`src/hw/rtl/pdr_pkg.sv`:
```
package pdr_pkg;

    localparam int DUTY_BITS_DEF = 8;

    localparam logic [15:0] MAX_RPM_RST  = 16'd1000;
    localparam logic [7:0]  MAX_DUTY_RST = 8'd255;
    localparam logic [15:0] STOP_MS_RST  = 16'd1000;

    typedef enum logic [1:0] {
        ACT_TICK,
        ACT_SET,
        ACT_RAMP,
        ACT_STOP
    } t_action;

    typedef enum logic [1:0] {
        REG_MAX_RPM,
        REG_MAX_DUTY,
        REG_STOP_MS
    } t_reg;

    typedef enum logic [3:0] {
        S_IDLE,
        S_TICK,
        S_MAP,
        S_MAP_START,
        S_MAP_WAIT,
        S_APPLY,
        S_CHECK,
        S_RAMP_START,
        S_RAMP_WAIT,
        S_RAMP_STEP,
        S_OUT
    } t_state;

    typedef struct packed {
        logic load;
        logic load_stop;
        logic tick;
        logic mul_map;
        logic div_map;
        logic set_duty;
        logic ramp_begin;
        logic ramp_finish;
        logic mul_ramp;
        logic div_ramp;
        logic ramp_step;
        logic out_load;
    } t_cmd;

    typedef struct packed {
        logic rpm_direct;
        logic ramp_complete;
        logic div_busy;
        logic out_free;
    } t_status;

endpackage

```
`src/hw/rtl/pdr_div.sv`:
```
module pdr_div
    import pdr_pkg::*;
#(
    parameter int NUM_W = 24
) (
    input  logic             i_clk,
    input  logic             i_rst_n,
    input  logic             i_start,
    input  logic [NUM_W-1:0] i_num,
    input  logic [15:0]      i_den,
    output logic             o_busy,
    output logic [NUM_W-1:0] o_quot
);

    localparam int CNT_W = (NUM_W > 1) ? $clog2(NUM_W) : 1;

    logic             r_busy;
    logic [CNT_W-1:0] r_cnt;
    logic [NUM_W-1:0] r_quo;
    logic [15:0]      r_rem;
    logic [15:0]      r_den;

    logic [16:0] rem_sh;
    logic        fits;
    logic [16:0] rem_sub;

    // One restoring step per cycle, numerator bits shift out as quotient bits shift in.
    always_comb begin
        rem_sh  = {r_rem, r_quo[NUM_W-1]};
        fits    = (rem_sh >= {1'b0, r_den});
        rem_sub = rem_sh - {1'b0, r_den};
    end

    always_ff @(posedge i_clk) begin
        if (!i_rst_n) begin
            r_busy <= 1'b0;
        end else if (i_start) begin
            r_busy <= 1'b1;
        end else if (r_busy && (r_cnt == CNT_W'(NUM_W - 1))) begin
            r_busy <= 1'b0;
        end
    end

    always_ff @(posedge i_clk) begin
        if (i_start) begin
            r_cnt <= '0;
            r_quo <= i_num;
            r_rem <= '0;
            r_den <= i_den;
        end else if (r_busy) begin
            r_cnt <= r_cnt + 1'b1;
            r_quo <= {r_quo[NUM_W-2:0], fits};
            r_rem <= fits ? rem_sub[15:0] : rem_sh[15:0];
        end
    end

    assign o_busy = r_busy;
    assign o_quot = r_quo;

endmodule

```
`src/hw/rtl/pdr_datapath.sv`:
```
module pdr_datapath
    import pdr_pkg::*;
#(
    parameter int DUTY_BITS = DUTY_BITS_DEF
) (
    input  logic                 i_clk,
    input  logic                 i_rst_n,
    input  t_cmd                 i_cmd,
    output t_status              o_stat,
    input  logic [15:0]          i_max_rpm,
    input  logic [7:0]           i_max_duty,
    input  logic [15:0]          i_stop_ms,
    input  logic [15:0]          i_rpm,
    input  logic [15:0]          i_ramp_ms,
    output logic                 o_out_valid,
    input  logic                 i_out_stall,
    output logic [DUTY_BITS-1:0] o_duty,
    output logic                 o_ramp_done,
    output logic                 o_ramp_running
);

    localparam int RAMP_W = DUTY_BITS + 16;
    localparam int NUM_W  = (RAMP_W > 24) ? RAMP_W : 24;

    // Architectural state
    logic [DUTY_BITS-1:0] r_duty_now;
    logic                 r_ramp_on;
    logic [DUTY_BITS-1:0] r_ramp_from;
    logic [DUTY_BITS-1:0] r_ramp_to;
    logic [15:0]          r_ramp_length;
    logic [15:0]          r_elapsed;

    // Per-transaction working registers
    logic [15:0]      r_rpm;
    logic [15:0]      r_len;
    logic [NUM_W-1:0] r_prod;
    logic             r_done;

    logic                 r_out_valid;
    logic [DUTY_BITS-1:0] r_out_duty;
    logic                 r_out_done;
    logic                 r_out_running;

    logic                 div_busy;
    logic [NUM_W-1:0]     div_quot;
    logic [15:0]          div_den;
    logic                 rpm_zero;
    logic                 rpm_sat;
    logic [DUTY_BITS-1:0] target;
    logic [23:0]          map_prod;
    logic                 ramp_up;
    logic [DUTY_BITS-1:0] span;
    logic [RAMP_W-1:0]    ramp_prod;
    logic [DUTY_BITS-1:0] offset;
    logic                 new_ramp;

    always_comb begin
        rpm_zero  = (r_rpm == 16'd0);
        rpm_sat   = (r_rpm >= i_max_rpm);
        if (rpm_zero) begin
            target = '0;
        end else if (rpm_sat) begin
            target = DUTY_BITS'(i_max_duty);
        end else begin
            target = div_quot[DUTY_BITS-1:0];
        end
        map_prod  = 24'(r_rpm) * 24'(i_max_duty);
        ramp_up   = (r_ramp_to >= r_ramp_from);
        span      = ramp_up ? (r_ramp_to - r_ramp_from) : (r_ramp_from - r_ramp_to);
        ramp_prod = RAMP_W'(span) * RAMP_W'(r_elapsed);
        offset    = div_quot[DUTY_BITS-1:0];
        new_ramp  = !r_ramp_on || (r_ramp_to != target);
        div_den   = i_cmd.div_ramp ? r_ramp_length : i_max_rpm;
    end

    pdr_div #(
        .NUM_W (NUM_W)
    ) u_div (
        .i_clk   (i_clk),
        .i_rst_n (i_rst_n),
        .i_start (i_cmd.div_map | i_cmd.div_ramp),
        .i_num   (r_prod),
        .i_den   (div_den),
        .o_busy  (div_busy),
        .o_quot  (div_quot)
    );

    always_ff @(posedge i_clk) begin
        if (i_cmd.load) begin
            r_rpm <= i_rpm;
            r_len <= i_ramp_ms;
        end else if (i_cmd.load_stop) begin
            r_rpm <= 16'd0;
            r_len <= i_stop_ms;
        end
        if (i_cmd.mul_map) begin
            r_prod <= NUM_W'(map_prod);
        end else if (i_cmd.mul_ramp) begin
            r_prod <= NUM_W'(ramp_prod);
        end
        if (i_cmd.ramp_finish) begin
            r_done <= 1'b1;
        end else if (i_cmd.tick || i_cmd.set_duty || i_cmd.ramp_step) begin
            r_done <= 1'b0;
        end
    end

    always_ff @(posedge i_clk) begin
        if (!i_rst_n) begin
            r_duty_now    <= '0;
            r_ramp_on     <= 1'b0;
            r_ramp_from   <= '0;
            r_ramp_to     <= '0;
            r_ramp_length <= '0;
            r_elapsed     <= '0;
        end else begin
            if (i_cmd.tick && (r_elapsed != 16'hFFFF)) begin
                r_elapsed <= r_elapsed + 16'd1;
            end
            if (i_cmd.set_duty) begin
                r_duty_now <= target;
                r_ramp_on  <= 1'b0;
            end
            // A new ramp starts only when none is active or the target moved.
            if (i_cmd.ramp_begin && new_ramp) begin
                r_ramp_on     <= 1'b1;
                r_ramp_from   <= r_duty_now;
                r_ramp_to     <= target;
                r_ramp_length <= r_len;
                r_elapsed     <= '0;
            end
            if (i_cmd.ramp_finish) begin
                r_duty_now <= r_ramp_to;
                r_ramp_on  <= 1'b0;
            end
            if (i_cmd.ramp_step) begin
                r_duty_now <= ramp_up ? (r_ramp_from + offset) : (r_ramp_from - offset);
            end
        end
    end

    always_ff @(posedge i_clk) begin
        if (!i_rst_n) begin
            r_out_valid <= 1'b0;
        end else if (i_cmd.out_load) begin
            r_out_valid <= 1'b1;
        end else if (!i_out_stall) begin
            r_out_valid <= 1'b0;
        end
    end

    always_ff @(posedge i_clk) begin
        if (i_cmd.out_load) begin
            r_out_duty    <= r_duty_now;
            r_out_done    <= r_done;
            r_out_running <= r_ramp_on;
        end
    end

    always_comb begin
        o_stat.rpm_direct    = rpm_zero || rpm_sat;
        o_stat.ramp_complete = (r_elapsed >= r_ramp_length);
        o_stat.div_busy      = div_busy;
        o_stat.out_free      = !r_out_valid || !i_out_stall;
    end

    assign o_out_valid    = r_out_valid;
    assign o_duty         = r_out_duty;
    assign o_ramp_done    = r_out_done;
    assign o_ramp_running = r_out_running;

endmodule

```
`src/hw/rtl/pdr_ctrl.sv`:
```
module pdr_ctrl
    import pdr_pkg::*;
(
    input  logic       i_clk,
    input  logic       i_rst_n,
    input  logic       i_in_valid,
    input  logic [1:0] i_action,
    output logic       o_in_stall,
    output t_cmd       o_cmd,
    input  t_status    i_stat
);

    t_state  r_state;
    t_state  n_state;
    t_action r_action;
    t_action in_action;

    assign in_action = t_action'(i_action);

    always_ff @(posedge i_clk) begin
        if (!i_rst_n) begin
            r_state <= S_IDLE;
        end else begin
            r_state <= n_state;
        end
    end

    always_ff @(posedge i_clk) begin
        if ((r_state == S_IDLE) && i_in_valid) begin
            r_action <= in_action;
        end
    end

    always_comb begin
        n_state = r_state;
        unique case (r_state)
            S_IDLE: begin
                if (i_in_valid) begin
                    n_state = (in_action == ACT_TICK) ? S_TICK : S_MAP;
                end
            end
            S_TICK: n_state = S_OUT;
            S_MAP: n_state = i_stat.rpm_direct ? S_APPLY : S_MAP_START;
            S_MAP_START: n_state = S_MAP_WAIT;
            S_MAP_WAIT: begin
                if (!i_stat.div_busy) begin
                    n_state = S_APPLY;
                end
            end
            S_APPLY: n_state = (r_action == ACT_SET) ? S_OUT : S_CHECK;
            S_CHECK: n_state = i_stat.ramp_complete ? S_OUT : S_RAMP_START;
            S_RAMP_START: n_state = S_RAMP_WAIT;
            S_RAMP_WAIT: begin
                if (!i_stat.div_busy) begin
                    n_state = S_RAMP_STEP;
                end
            end
            S_RAMP_STEP: n_state = S_OUT;
            S_OUT: begin
                if (i_stat.out_free) begin
                    n_state = S_IDLE;
                end
            end
            default: n_state = S_IDLE;
        endcase
    end

    always_comb begin
        o_cmd = '0;
        unique case (r_state)
            S_IDLE: begin
                o_cmd.load      = i_in_valid && (in_action != ACT_STOP);
                o_cmd.load_stop = i_in_valid && (in_action == ACT_STOP);
            end
            S_TICK:       o_cmd.tick    = 1'b1;
            S_MAP:        o_cmd.mul_map = 1'b1;
            S_MAP_START:  o_cmd.div_map = 1'b1;
            S_MAP_WAIT:   o_cmd = '0;
            S_APPLY: begin
                o_cmd.set_duty   = (r_action == ACT_SET);
                o_cmd.ramp_begin = (r_action != ACT_SET);
            end
            S_CHECK: begin
                o_cmd.ramp_finish = i_stat.ramp_complete;
                o_cmd.mul_ramp    = !i_stat.ramp_complete;
            end
            S_RAMP_START: o_cmd.div_ramp  = 1'b1;
            S_RAMP_WAIT:  o_cmd = '0;
            S_RAMP_STEP:  o_cmd.ramp_step = 1'b1;
            S_OUT:        o_cmd.out_load  = i_stat.out_free;
            default:      o_cmd = '0;
        endcase
    end

    assign o_in_stall = (r_state != S_IDLE);

endmodule

```
`src/hw/rtl/pwm_duty_linear_ramp_unit.sv`:
```
// A tick result needs no division; a set needs at most the rpm division, and a ramp or stop
// at most the rpm division and a ramp division, each run on the shared bit-serial
// divider, whose numerator is NUM_W = max(24, DUTY_BITS+16) bits wide.
// One transaction is in flight at a time and the next is accepted the cycle after its result
// is loaded; output stalls delay that load.
// Reset is synchronous and active low: duty, ramp state and registers return to defaults.
module pwm_duty_linear_ramp_unit
    import pdr_pkg::*;
#(
    parameter int DUTY_BITS = DUTY_BITS_DEF
) (
    input  logic                 i_clk,
    input  logic                 i_rst_n,
    input  logic                 psel,
    input  logic                 penable,
    input  logic                 pwrite,
    input  logic [3:0]           paddr,
    input  logic [31:0]          pwdata,
    output logic [31:0]          prdata,
    output logic                 pready,
    input  logic                 i_in_valid,
    output logic                 o_in_stall,
    input  logic [1:0]           i_action,
    input  logic [15:0]          i_rpm,
    input  logic [15:0]          i_ramp_ms,
    output logic                 o_out_valid,
    input  logic                 i_out_stall,
    output logic [DUTY_BITS-1:0] o_duty,
    output logic                 o_ramp_done,
    output logic                 o_ramp_running
);

    logic [15:0] r_max_rpm;
    logic [7:0]  r_max_duty;
    logic [15:0] r_stop_ms;
    logic        cfg_wr;
    t_reg        reg_sel;
    t_cmd        cmd;
    t_status     stat;

    assign pready  = 1'b1;
    assign cfg_wr  = psel && penable && pwrite;
    assign reg_sel = t_reg'(paddr[3:2]);

    always_ff @(posedge i_clk) begin
        if (!i_rst_n) begin
            r_max_rpm  <= MAX_RPM_RST;
            r_max_duty <= MAX_DUTY_RST;
            r_stop_ms  <= STOP_MS_RST;
        end else if (cfg_wr) begin
            unique case (reg_sel)
                REG_MAX_RPM:  r_max_rpm  <= pwdata[15:0];
                REG_MAX_DUTY: r_max_duty <= pwdata[7:0];
                REG_STOP_MS:  r_stop_ms  <= pwdata[15:0];
                default: ;
            endcase
        end
    end

    always_comb begin
        unique case (reg_sel)
            REG_MAX_RPM:  prdata = {16'd0, r_max_rpm};
            REG_MAX_DUTY: prdata = {24'd0, r_max_duty};
            REG_STOP_MS:  prdata = {16'd0, r_stop_ms};
            default:      prdata = '0;
        endcase
    end

    pdr_ctrl u_ctrl (
        .i_clk      (i_clk),
        .i_rst_n    (i_rst_n),
        .i_in_valid (i_in_valid),
        .i_action   (i_action),
        .o_in_stall (o_in_stall),
        .o_cmd      (cmd),
        .i_stat     (stat)
    );

    pdr_datapath #(
        .DUTY_BITS (DUTY_BITS)
    ) u_dp (
        .i_clk          (i_clk),
        .i_rst_n        (i_rst_n),
        .i_cmd          (cmd),
        .o_stat         (stat),
        .i_max_rpm      (r_max_rpm),
        .i_max_duty     (r_max_duty),
        .i_stop_ms      (r_stop_ms),
        .i_rpm          (i_rpm),
        .i_ramp_ms      (i_ramp_ms),
        .o_out_valid    (o_out_valid),
        .i_out_stall    (i_out_stall),
        .o_duty         (o_duty),
        .o_ramp_done    (o_ramp_done),
        .o_ramp_running (o_ramp_running)
    );

endmodule

```
`config.mk`:
```
export PLATFORM = sky130hd
export DESIGN_NAME = pwm_duty_linear_ramp_unit
export DESIGN_NICKNAME = d
export VERILOG_FILES = /design/src/hw/rtl/pdr_pkg.sv /design/src/hw/rtl/pdr_div.sv /design/src/hw/rtl/pdr_datapath.sv /design/src/hw/rtl/pdr_ctrl.sv /design/src/hw/rtl/pwm_duty_linear_ramp_unit.sv
export SDC_FILE = /design/constraint.sdc
export NUM_CORES = 1
export LEC_CHECK = 0
export BUFFER_PORTS_ARGS = -buffer_cell sky130_fd_sc_hd__buf_2
export CORE_MARGIN = 3
export CORE_UTILIZATION = 25
export CTS_CLUSTER_DIAMETER = 40
export DETAILED_ROUTE_END_ITERATION = 8
export GPL_ROUTABILITY_DRIVEN = 0
export HOLD_SLACK_MARGIN = 0.06
export PLACE_DENSITY = 0.36
export SETUP_SLACK_MARGIN = 0.15
export SLEW_MARGIN = 10
export SYNTH_ARGS = -nofsm -noshare
export SYNTH_HDL_FRONTEND = slang
export SYNTH_SLANG_ARGS = --single-unit
```
`constraint.sdc`:
```
create_clock -name i_clk -period 9 [get_ports i_clk]
set_input_delay 0.9 -clock i_clk [delete_from_list [all_inputs] [get_ports i_clk]]
set_output_delay 0.9 -clock i_clk [all_outputs]
set_load 0.05 [all_outputs]
```
# Yosys cells after proc, flatten, opt, wreduce, memory -nomap -nowiden
# Cells that the tools add are included.
# word_totals
input_bits	77
elab_cells	140
register_bits	233
# op_classes
add_sub_neg	7
muxes	42
reduce_logical	35
order_cmp	4
mul	2
bitwise	2
n_eq_ne	24
# ops
operator	count
2-to-1 mux 16 bit	6
2-to-1 mux 24 bit	4
2-to-1 mux 8 bit	7
case mux 16 bit (3 select lines)	1
case mux 4 bit (10 select lines)	1
greater-or-equal comparator 16 bit	2
multiplier 16 x 8 -> 24 bit	1
multiplier 8 x 16 -> 24 bit	1
2-to-1 mux 4 bit	6
subtractor 8 bit	3
greater-or-equal comparator 17 x 16 -> 1 bit	1
adder 16 x 1 -> 16 bit (second input constant)	1
== test 4 x 3 -> 1 bit (second input constant)	4
zero test 16 bit	1
!= test 16 bit (second input constant)	1
subtractor 16 bit	1
== test 4 bit (second input constant)	3
2-to-1 mux 1 bit	12
nonzero test 2 bit	5
adder 8 bit	1
== test 4 x 2 -> 1 bit (second input constant)	2
greater-or-equal comparator 8 bit	1
logical AND 1 bit	8
2-to-1 mux 2 bit	4
other kinds (20)	39

# Longest topological paths before layout
# Gate-level depths: netlist of run 1.
# logic_depth
depth_word	7
depth_mapped	34

# By module
# Synthesis of run 1 repeated with hierarchy kept, for this count alone.
# hier_totals
hier_cells	2354
area_unflattened_um2	21707.1
# by_module_without_submodules
module	cells_each	area_per_inst_um2	n_inst
pdr_datapath	1765	15773.9	1
pdr_div	299	3377.0	1
pwm_duty_linear_ramp_unit	222	2050.7	1
pdr_ctrl	68	505.5	1

# Worst setup path before layout of run 1
# Ideal clock, no wire load.
# synth_timing
path_kind	register -> register
startpoint	reg u_dp.r_ramp_to[0]
endpoint	reg u_dp.r_prod[22] (data pin)
t_arrival_ns	7.470
setup_ns	0.272
setup_slack_ns	1.258
required_ns	8.728
stages_incl_launch_ff	33
n_path_buf	1
cell_sequence	dfxtp_1 inv_1 ha_1 inv_1 fa_1 a21o_1 a21oi_1 a21o_1 nand2_1 mux2_2 a2111oi_2 o31ai_1 a21oi_1 xnor2_1 buf_2 nand2_1 fa_1 fa_1 inv_1 fa_1 inv_1 fa_1 inv_1 ha_1 a2111oi_0 o21ai_0 a41o_1 o311ai_0 a21boi_0 o221ai_1 o21ai_0 xnor2_1 mux2i_1
# synth_between
elab_chain_cells	5
# synth_lines
item	line	text
from (decl)	pdr_datapath.sv:29	logic [DUTY_BITS-1:0] r_ramp_to;
from (signal assigned)	pdr_datapath.sv:128	r_ramp_to <= target;
subtractor 8 bit / greater-or-equal comparator 8 bit (equally long branches)	pdr_datapath.sv:69, pdr_datapath.sv:68	
2-to-1 mux 8 bit (*)	pdr_datapath.sv:69	span = ramp_up ? (r_ramp_to - r_ramp_from) : (r_ramp_from - r_ramp_to);
multiplier 8 x 16 -> 24 bit (*)	pdr_datapath.sv:70	ramp_prod = RAMP_W'(span) * RAMP_W'(r_elapsed);
2-to-1 mux 24 bit (*)	pdr_datapath.sv:98	end else if (i_cmd.mul_ramp) begin
2-to-1 mux 24 bit (*)	pdr_datapath.sv:96	if (i_cmd.mul_map) begin
to (signal assigned)	pdr_datapath.sv:97	r_prod <= NUM_W'(map_prod);
to (signal assigned)	pdr_datapath.sv:99	r_prod <= NUM_W'(ramp_prod);
to (decl)	pdr_datapath.sv:36	logic [NUM_W-1:0] r_prod;
# Every way passes the cells marked *; elsewhere a longest branch is shown, timed or not. The select of a mux whose other input is x is not followed.
# A chain may end at the register's enable or synchronous reset.

# Worst setup path after layout of run 1
# layout_timing
startpoint	reg u_dp.r_ramp_to[0]
endpoint	reg u_dp.r_prod[23] (data pin)
# Same word-level chain as after synthesis.

==> results of run 1 <==
cell families (layout without fill, tap and decap cells):
family	count (synthesis)	after routing	synth area share, %
AOI/OAI and AO/OA	375	375	11.7
other	2	18	0.0360
xor gates and xnor gates	90	90	3.78
adders and majority gates	333	333	26.2
muxes	69	69	3.51
buffers and inverters	403	488	8.02
DFF	233	233	27.5
and+or+nand+nor	804	804	19.2
critical path, delay by kind of cell (launching register included):
kind,cells,cell delay [ns]
muxes,2,0.44
DFF,1,0.36
adders and majority gates,7,2.94
AOI/OAI and AO/OA,12,3.07
buffers and inverters,5,0.52
and+or+nand+nor,2,0.33
xor gates and xnor gates,2,0.41
stage by stage:
stage	instances	hold WS, ns	instance area (um^2)
after global routing	3479	0.453	24200
after global placement	3378	0.428	22300
after CTS	3479	0.445	24200
final	3480	0.448	24200
after detailed placement	3378	0.435	22300
after floorplan	2324	0.409	20900
state kept, by name, summed over array words and instances (netlist names), 8 cells and up:
register            cells
u_dp.r_prod            24
u_dp.u_div.o_quot      24
r_max_rpm              16
r_stop_ms              16
u_dp.r_elapsed         16
u_dp.r_len             16
u_dp.r_ramp_length     16
u_dp.r_rpm             16
u_dp.u_div.r_den       16
u_dp.u_div.r_rem       16
r_max_duty              8
u_dp.o_duty             8
u_dp.r_duty_now         8
u_dp.r_ramp_from        8
u_dp.r_ramp_to          8
worst min-delay path by stage:
| stage | start | endpoint | slack [ns] | cells past startpoint |
|---|---|---|---|---|
| 2_1_floorplan | u_dp.r_done$_SDFFE_PP1P_ | u_dp.o_ramp_done$_DFFE_PP_ | 0.41 | 0 |
| 4_1_cts | u_dp.r_done$_SDFFE_PP1P_ | u_dp.o_ramp_done$_DFFE_PP_ | 0.45 | 0 |
| 3_5_place_dp | u_dp.r_done$_SDFFE_PP1P_ | u_dp.o_ramp_done$_DFFE_PP_ | 0.44 | 0 |
| 6_report | u_dp.r_done$_SDFFE_PP1P_ | u_dp.o_ramp_done$_DFFE_PP_ | 0.45 | 0 |
| 5_1_grt | u_dp.r_done$_SDFFE_PP1P_ | u_dp.o_ramp_done$_DFFE_PP_ | 0.45 | 0 |
| 3_3_place_gp | u_dp.r_done$_SDFFE_PP1P_ | u_dp.o_ramp_done$_DFFE_PP_ | 0.43 | 0 |
area by class of cell:
class | instances | area (um^2)
multi-input combinational | 1688 | 13600
timing repair buffer | 118 | 671
clock buffer | 62 | 1430
sequential | 233 | 5750
clock inverter | 39 | 444
fill | 8682 | 58100
antenna | 1 | 2.50
tap | 1070 | 1340
inverter | 269 | 1010
placed cells by master, fill, tap and decap left out, drive strengths merged, types with 33 or more instances in the layout:
cell type  Yosys  routed
inv          268     279
xnor2         55      55
nor2          99      99
nor3          39      39
mux2          33      33
mux2i         36      36
ha           161     161
o21ai        103     103
nand2        326     326
edfxtp       108     108
dfxtp        125     125
fa           172     172
and2         143     143
a21oi        135     135
xor2          35      35
buf           42     118
clkbuf        92      62
nand3         65      65
nor2b         47      47
layer usage:
layer	GRT usage, %	vias up	routed length [um]
met4	3.86	0	1420
met2	26.1	208	31300
met3	1.89	79	1770
met1	19.3	7844	29400
li1	-	7754	-
met5	0	-	0
==> run summary, run 1 <==
Top-count cell post-synth - nand2_1
Drt initial violations - 824
CTS tree - done
RSZ-0062 raised after global routing - yes
Worst-case clock buffer depth - 3
Initial antenna violation count - 2
Nets - 2774
Status - finished clean
DRT Pass-1 Iters - 5
Initial core utilization - 25.3%
Worst EP arrival - 8.69 ns
Crit path top cell by count - fa_1
Largest net degree at the start of global routing - 49
Via/cell ratio - 4.56
Synth area leader - fa_1
Worst r2r src - u_dp.r_ramp_to[0]$_SDFFE_PN0P_
Vias - 15900
CP max stage delay - 0.56 ns
Syn_area_per_cell - 9.04 um^2
Period utilization - 93.2%
Main synth FF type - dfxtp_1
Hold Crit Class - flip-flop to flip-flop
Final antenna-violating net count - 0
WL/cell - 18.4 um
Slew headroom - 21.5%
End of the worst register-to-register path - u_dp.r_prod[23]$_DFFE_PP_
Io pins - 122
Asr flop ratio synth - 0%
CTS Hold Bufs - 0
Share of layout cells above drive strength 1 - 13.5%
Slew Limit Fails - 0
Clock-pin slew on the worst setup and hold paths - 0.05 ns
Die area - 0.0870 mm^2
Total core area - 0.0824 mm^2
Cells after Synth - 2309
Drt total wl - 63.9 mm
H-Tree Depth - 2
CP startpoint - u_dp.r_ramp_to[0]$_SDFFE_PN0P_
Slowest-stage cell, CP - fa_1
Sink Count - 233
Clk_lat worst skew - 0.61 ns
Post-Place Setup Slack - 0.386 ns
Crit path to - u_dp.r_prod[23]$_DFFE_PP_
Setup TNS - 0 ns
Worst EP required - 9.31 ns
Netlist cell types - 88
Maximum Capacitance Violations - 0
Area grow syn2layout - 16.1%
First-pass GRT wire length - 100 mm
Die height - 295 um
Post-synth EDFFs - 108
FF-to-FF path depth - 30
Post-CTS setup buffers - 0
GRT Util Overall - 14.9%
DP HPWL - 48.5 mm
Clk_skew - 0.0430 ns
FP Rows - 105
Max FO, Critical Path - 13
Final core occ - 29.4%
Sequential share of the synthesized area - 27.5%
YS warnings - 0
Crit start category - flip-flop
Setup slack, reg-to-reg - 0.61 ns
Register bit total from synthesis - 233
Drc violations - 0
Tmin final - 8.39 ns
Fmax achieved - 119 MHz
Final hold viol count - 0
Total congestion overflow after global routing - 0
Syn Std Cell Area - 0.0209 mm^2
# resized after CTS - 0
Area share of the largest cell type after synthesis - 16.5%
Worst setup margin - 0.614 ns
Kind of critical path - flip-flop to flip-flop
Vias in the first global route - 17100
Clk root buf - clkbuf_16
PortBufs - 86
Number of buffers created by CTS - 54
Commonest cells post-synth - 325 x nand2_1, 267 x inv_1, 172 x fa_1
Top post-synthesis cells by area - fa_1 16%, edfxtp_1 16%, dfxtp_1 12%
Die W - 295 um
Measured slew at the worst slew-check pin - 1.18 ns
Crit. End Element - flip-flop
Endpoints failing setup - 0
Power of run 1 is not shown: default switching activity piles up to over one toggle a cycle in this logic, so the estimate is an artifact.
==> inputs of run 2 (changes only) <==
BUFFER_PORTS_ARGS = -buffer_cell sky130_fd_sc_hd__buf_4   (was -buffer_cell sky130_fd_sc_hd__buf_2)
CAP_MARGIN = 20   (was not set)
clock period = 9.6 ns   (was 9 ns; I/O delays follow)
==> run 2 against run 1 <==
Clock skew decreased by 0.0093 ns. First-iteration DRC count increased by 2.2%. Fmax decreased by 2.6%. Sequential share of layout area decreased by 0.23 points. Critical path depth decreased by 1. Clock-buffer cell count decreased by 2. Final area increased by 1.0%.
==> run summary, run 2 (synthesized netlist as in run 1, its figures left out) <==
Status - finished clean (unchanged)
Largest net degree at the start of global routing - 49 (unchanged)
Worst EP arrival - 8.92 ns (was 8.69 ns)
Kind of critical path - flip-flop to flip-flop (unchanged)
Worst-case clock buffer depth - 3 (unchanged)
CTS tree - done (unchanged)
Via/cell ratio - 4.61 (was 4.56)
Die height - 295 um (unchanged)
Slew Limit Fails - 0 (unchanged)
Vias - 16000 (was 15900)
Slowest-stage cell, CP - fa_1 (unchanged)
Setup TNS - 0 ns (unchanged)
Commonest non-fill, non-tap cell in the layout - nand2_1 (unchanged)
Design area - 0.0245 mm^2 (was 0.0242 mm^2)
Endpoints failing setup - 0 (unchanged)
H-Tree Depth - 2 (unchanged)
Drt initial violations - 842 (was 824)
Drt total wl - 64.4 mm (was 63.9 mm)
RSZ-0062 raised after global routing - no (was yes)
Tmin final - 8.61 ns (was 8.39 ns)
Initial antenna violation count - 2 (unchanged)
Hold Crit Class - flip-flop to flip-flop (unchanged)
Hold wc startpoint - u_dp.r_done$_SDFFE_PP1P_ (unchanged)
Fmax achieved - 116 MHz (was 119 MHz)
Initial core utilization - 25.3% (unchanged)
Die area - 0.0870 mm^2 (unchanged)
Die W - 295 um (unchanged)
FP Rows - 105 (unchanged)
Vias in the first global route - 17000 (was 17100)
Sink Count - 233 (unchanged)
Maximum Capacitance Violations - 0 (unchanged)
Measured slew at the worst slew-check pin - 1.11 ns (was 1.18 ns)
Slew headroom - 25.8% (was 21.5%)
CP startpoint - u_dp.r_ramp_from[1]$_SDFFE_PN0P_ (was u_dp.r_ramp_to[0]$_SDFFE_PN0P_)
Io pins - 122 (unchanged)
Dpl cell area - 0.0225 mm^2 (was 0.0223 mm^2)
Nets - 2772 (was 2774)
Clk_lat worst skew - 0.61 ns (about the same)
CP max stage delay - 0.55 ns (was 0.56 ns)
Crit start category - flip-flop (unchanged)
Total congestion overflow after global routing - 0 (unchanged)
Final hold viol count - 0 (unchanged)
DP HPWL - 48.9 mm (was 48.5 mm)
GRT Util Overall - 15.0% (was 14.9%)
Number of buffers created by CTS - 54 (unchanged)
Clk root buf - clkbuf_16 (unchanged)
Area grow syn2layout - 17.2% (was 16.1%)
Clk_skew - 0.0337 ns (was 0.0430 ns)
Most frequent cells in the layout - 325 x nand2_1, 267 x inv_1, 172 x fa_1 (was 324 x nand2_1, 267 x inv_1, 172 x fa_1)
CTS Hold Bufs - 0 (unchanged)
Worst EP required - 9.91 ns (was 9.31 ns)
Share of layout cells above drive strength 1 - 12.9% (was 13.5%)
Total core area - 0.0824 mm^2 (unchanged)
WL/cell - 18.5 um (was 18.4 um)
Period utilization - 89.7% (was 93.2%)
DRT Pass-1 Iters - 5 (unchanged)
Clock-pin slew on the worst setup and hold paths - 0.05 ns (about the same)
Max FO, Critical Path - 15 (was 13)
Drc violations - 0 (unchanged)
Crit path top cell by count - fa_1 (unchanged)
Worst r2r src - u_dp.r_ramp_from[1]$_SDFFE_PN0P_ (was u_dp.r_ramp_to[0]$_SDFFE_PN0P_)
Final antenna-violating net count - 0 (unchanged)
PortBufs - 86 (unchanged)
Crit. End Element - flip-flop (unchanged)
First-pass GRT wire length - 101 mm (was 100 mm)
## run 2: final cells by class
class	instances	area, um^2
Timing Repair Buffer	116	898
Tap cell	1070	1340
Multi-Input combinational cell	1688	13500
Antenna cell	1	2.50
Clock inverter	42	576
Inverter	269	1010
Clock buffer	60	1370
Sequential cell	233	5750
Fill cell	8662	57900
## run 2: repair_timing
item	CTS	global route
buffers inserted	0	0
resized for setup	0	1
endpoints found under the setup margin	0	1
## run 2: worst paths after layout
kind / endpoint / slack, ns / cells past startpoint
max reg2reg: u_dp.r_prod[22]$_DFFE_PP_ / 0.99 / 29
min reg2reg: u_dp.o_ramp_done$_DFFE_PP_ / 0.44 / 0
min: u_dp.o_ramp_done$_DFFE_PP_ / 0.44 / 0
max: u_dp.r_prod[22]$_DFFE_PP_ / 0.99 / 29
## run 2: critical path: cells and delay by family, from the launching register on
kind	cells	cell delay, ns
and+or+nand+nor	2	0.37
muxes	2	0.44
buffers and inverters	4	0.52
xor gates and xnor gates	2	0.39
AOI/OAI and AO/OA	13	3.31
adders and majority gates	6	2.78
DFF	1	0.49
## run 2: routing by layer
layer,up-vias,routed length (um),GRT usage (%)
li1,7734,-,-
met1,7991,29400,19.6
met2,234,31100,25.7
met3,78,1980,1.90
met4,0,1860,4.80
met5,-,0,0
## run 2: through the flow
stage               hold WS [ns]  instances  setup slack (ns)  utilization [%]
detailed placement         0.426       3376             0.776             27.3
global route               0.461       3478             0.334             29.7
global placement           0.425       3374             0.772             27.3
floorplan                  0.409       2324              1.86                -
finish                     0.437       3479             0.989             29.7
CTS                        0.436       3478             0.712             29.7
Power of run 2 is left out for the same reason.
==> inputs of run 3 (changes only) <==
ABC_AREA = 1   (was not set)
CTS_BUF_LIST = sky130_fd_sc_hd__clkbuf_2   (was not set)
==> run 3 against run 2 <==
Critical path depth is 1 lower. Global-route usage increased by 0.63 points. Synthesized cell count is 15% higher. Sequential share of layout area is 1.5 points higher. Critical path type unchanged.
==> run summary, run 3 <==
Syn Std Cell Area - 0.0207 mm^2 (was 0.0209 mm^2)
Number of buffers created by CTS - 74 (was 54)
Die height - 294 um (was 295 um)
Slew headroom - 34.4% (was 25.8%)
Die area - 0.0862 mm^2 (was 0.0870 mm^2)
Crit. End Element - flip-flop (unchanged)
YS warnings - 0 (unchanged)
Max FO, Critical Path - 16 (was 15)
Final core occ - 28.4% (was 29.7%)
Cells after Synth - 2648 (was 2309)
Kind of critical path - flip-flop to flip-flop (unchanged)
Placed Cells - 3708 (was 3376)
CP startpoint - u_dp.r_ramp_to[0]$_SDFFE_PN0P_ (was u_dp.r_ramp_from[1]$_SDFFE_PN0P_)
Worst EP arrival - 8.73 ns (was 8.92 ns)
RSZ-0062 raised after global routing - no (unchanged)
Nets - 3139 (was 2772)
Tmin final - 8.00 ns (was 8.61 ns)
Worst r2r src - u_dp.r_ramp_to[0]$_SDFFE_PN0P_ (was u_dp.r_ramp_from[1]$_SDFFE_PN0P_)
Slew Limit Fails - 0 (unchanged)
Clk_lat worst skew - 1.05 ns (was 0.61 ns)
Register bit total from synthesis - 233 (unchanged)
Total congestion overflow after global routing - 0 (unchanged)
Commonest non-fill, non-tap cell in the layout - nand2_1 (unchanged)
Via/cell ratio - 4.48 (was 4.61)
Top-count cell post-synth - nand2_1 (unchanged)
Sink Count - 233 (unchanged)
Drt initial violations - 722 (was 842)
Vias in the first global route - 17800 (was 17000)
Asr flop ratio synth - 0% (unchanged)
H-Tree Depth - 3 (was 2)
Maximum Capacitance Violations - 0 (unchanged)
WL/cell - 17.2 um (was 18.5 um)
Vias - 17200 (was 16000)
Syn_area_per_cell - 7.81 um^2 (was 9.04 um^2)
Netlist cell types - 54 (was 88)
Initial core utilization - 25.5% (was 25.3%)
PortBufs - 86 (unchanged)
Worst-case clock buffer depth - 3 (unchanged)
Worst path bufs/invs - 7 (was 4)
Top post-synthesis cells by area - fa_1 17%, edfxtp_1 16%, dfxtp_1 12% (was fa_1 16%, edfxtp_1 16%, dfxtp_1 12%)
Io pins - 122 (unchanged)
GRT Util Overall - 15.6% (was 15.0%)
Design area - 0.0230 mm^2 (was 0.0245 mm^2)
Sequential share of the synthesized area - 27.8% (was 27.5%)
Fmax achieved - 125 MHz (was 116 MHz)
Worst EP required - 10.33 ns (was 9.91 ns)
Largest net degree at the start of global routing - 61 (was 49)
Share of layout cells above drive strength 1 - 9.91% (was 12.9%)
Hold wc startpoint - pwdata[9] (was u_dp.r_done$_SDFFE_PP1P_)
CP delay by family, top - adder cells (was compound AO/OA/AOI/OAI gates)
Slowest-stage cell, CP - ha_1 (was fa_1)
Setup TNS - 0 ns (unchanged)
Final antenna-violating net count - 0 (unchanged)
Period utilization - 83.3% (was 89.7%)
Layout Cells excl Fill - 3848 (was 3479)
Clock-pin slew on the worst setup and hold paths - 0.09 ns (was 0.05 ns)
Initial antenna violation count - 2 (unchanged)
Measured slew at the worst slew-check pin - 0.983 ns (was 1.11 ns)
Endpoints failing setup - 0 (unchanged)
Crit start category - flip-flop (unchanged)
Area share of the largest cell type after synthesis - 16.6% (was 16.5%)
Drc violations - 0 (unchanged)
Clk_skew - 0.147 ns (was 0.0337 ns)
Status - finished clean (unchanged)
DRT Pass-1 Iters - 5 (unchanged)
First-pass GRT wire length - 105 mm (was 101 mm)
DP HPWL - 51.9 mm (was 48.9 mm)
Clk root buf - clkbuf_2 (was clkbuf_16)
Area grow syn2layout - 11.3% (was 17.2%)
Synth area leader - fa_1 (unchanged)
Most frequent cells in the layout - 581 x nand2_1, 477 x inv_1, 254 x nor2_1 (was 325 x nand2_1, 267 x inv_1, 172 x fa_1)
Commonest cells post-synth - 581 x nand2_1, 478 x inv_1, 257 x nor2_1 (was 325 x nand2_1, 267 x inv_1, 172 x fa_1)
CP max stage delay - 0.77 ns (was 0.55 ns)
Main synth FF type - dfxtp_1 (unchanged)
Hold Crit Class - primary input to flip-flop (was flip-flop to flip-flop)
Final hold viol count - 0 (unchanged)
Dpl cell area - 0.0223 mm^2 (was 0.0225 mm^2)
Die W - 294 um (was 295 um)
CTS tree - done (unchanged)
FP Rows - 104 (was 105)
Post-synth EDFFs - 108 (unchanged)
Total core area - 0.0812 mm^2 (was 0.0824 mm^2)
Drt total wl - 66.4 mm (was 64.4 mm)
==> run 3: changes by cell type after synthesis, moves of 26 or more <==
cell	before	now
clkbuf_1	91	65
nor2b_1	47	0
inv_1	267	478
and2_1	143	0
a21o_1	32	5
nand2_1	325	581
a21oi_1	115	148
o21ai_0	100	164
mux2i_1	36	3
mux2_2	33	1
nor2_1	98	257
xnor2_1	55	14
==> run 3: final cells by class <==
type | instances | area [um^2]
Clock buffer | 104 | 520
Multi-Input combinational cell | 1817 | 12600
Timing Repair Buffer | 105 | 811
Clock inverter | 29 | 164
Inverter | 498 | 1870
Antenna cell | 2 | 5.00
Sequential cell | 233 | 5750
Tap cell | 1060 | 1330
Fill cell | 8992 | 58200
==> run 3: worst paths after layout <==
check / end / cells after the start / slack, ns
worst max register to register: u_dp.r_prod[23]$_DFFE_PP_ / 28 / 1.60
worst min-delay path: r_max_rpm[9]$_SDFFE_PN1P_ / 3 / 0.22
worst min register to register: u_dp.o_duty[5]$_DFFE_PP_ / 0 / 0.45
worst max-delay path: u_dp.r_prod[23]$_DFFE_PP_ / 28 / 1.60
==> run 3: cells by family (layout without fill, tap and decap cells) <==
kind of cell,after synthesis,in the layout,synth area share (%)
AO/OA/AOI/OAI,437,437,12.2
XOR/XNOR,48,48,2.03
adder cells (fa/ha/maj),333,333,26.4
buffers and inverters,613,736,11.8
flip-flops,233,233,27.8
multiplexers,4,4,0.200
other,2,19,0.0363
AND/OR/NAND/NOR,978,978,19.5
==> run 3: worst min-delay path, cell delays in order <==
cell	delay, ns
buf_4	0.09
nand2_1	0.04
o211ai_1	0.06
==> run 3: layer usage <==
metal  vias to the layer above  GRT usage [%]  share of wire [%]
li1                       8554              -                  -
met4                         0           4.11                2.3
met5                         -              0                  0
met3                        71           2.30                3.3
met2                       273           25.5                 46
met1                      8343           21.6                 48
==> run 3: stage by stage <==
| stage | hold WS (ns) | worst slack (ns) |
|---|---|---|
| 2_1_floorplan | 0.409 | 3.40 |
| 3_3_place_gp | 0.429 | 1.67 |
| 3_5_place_dp | 0.428 | 1.64 |
| 4_1_cts | 0.0623 | 1.45 |
| 5_1_grt | 0.0942 | 0.838 |
| 6_report | 0.221 | 1.60 |
==> run 3: timing repair <==
action / CTS / global route
hold buffers: 2 / 0
gates resized for setup: 0 / 0
setup buffers: 0 / 0
endpoints found under the hold margin: 2 / 0
Power of run 3 is left out for the same reason.
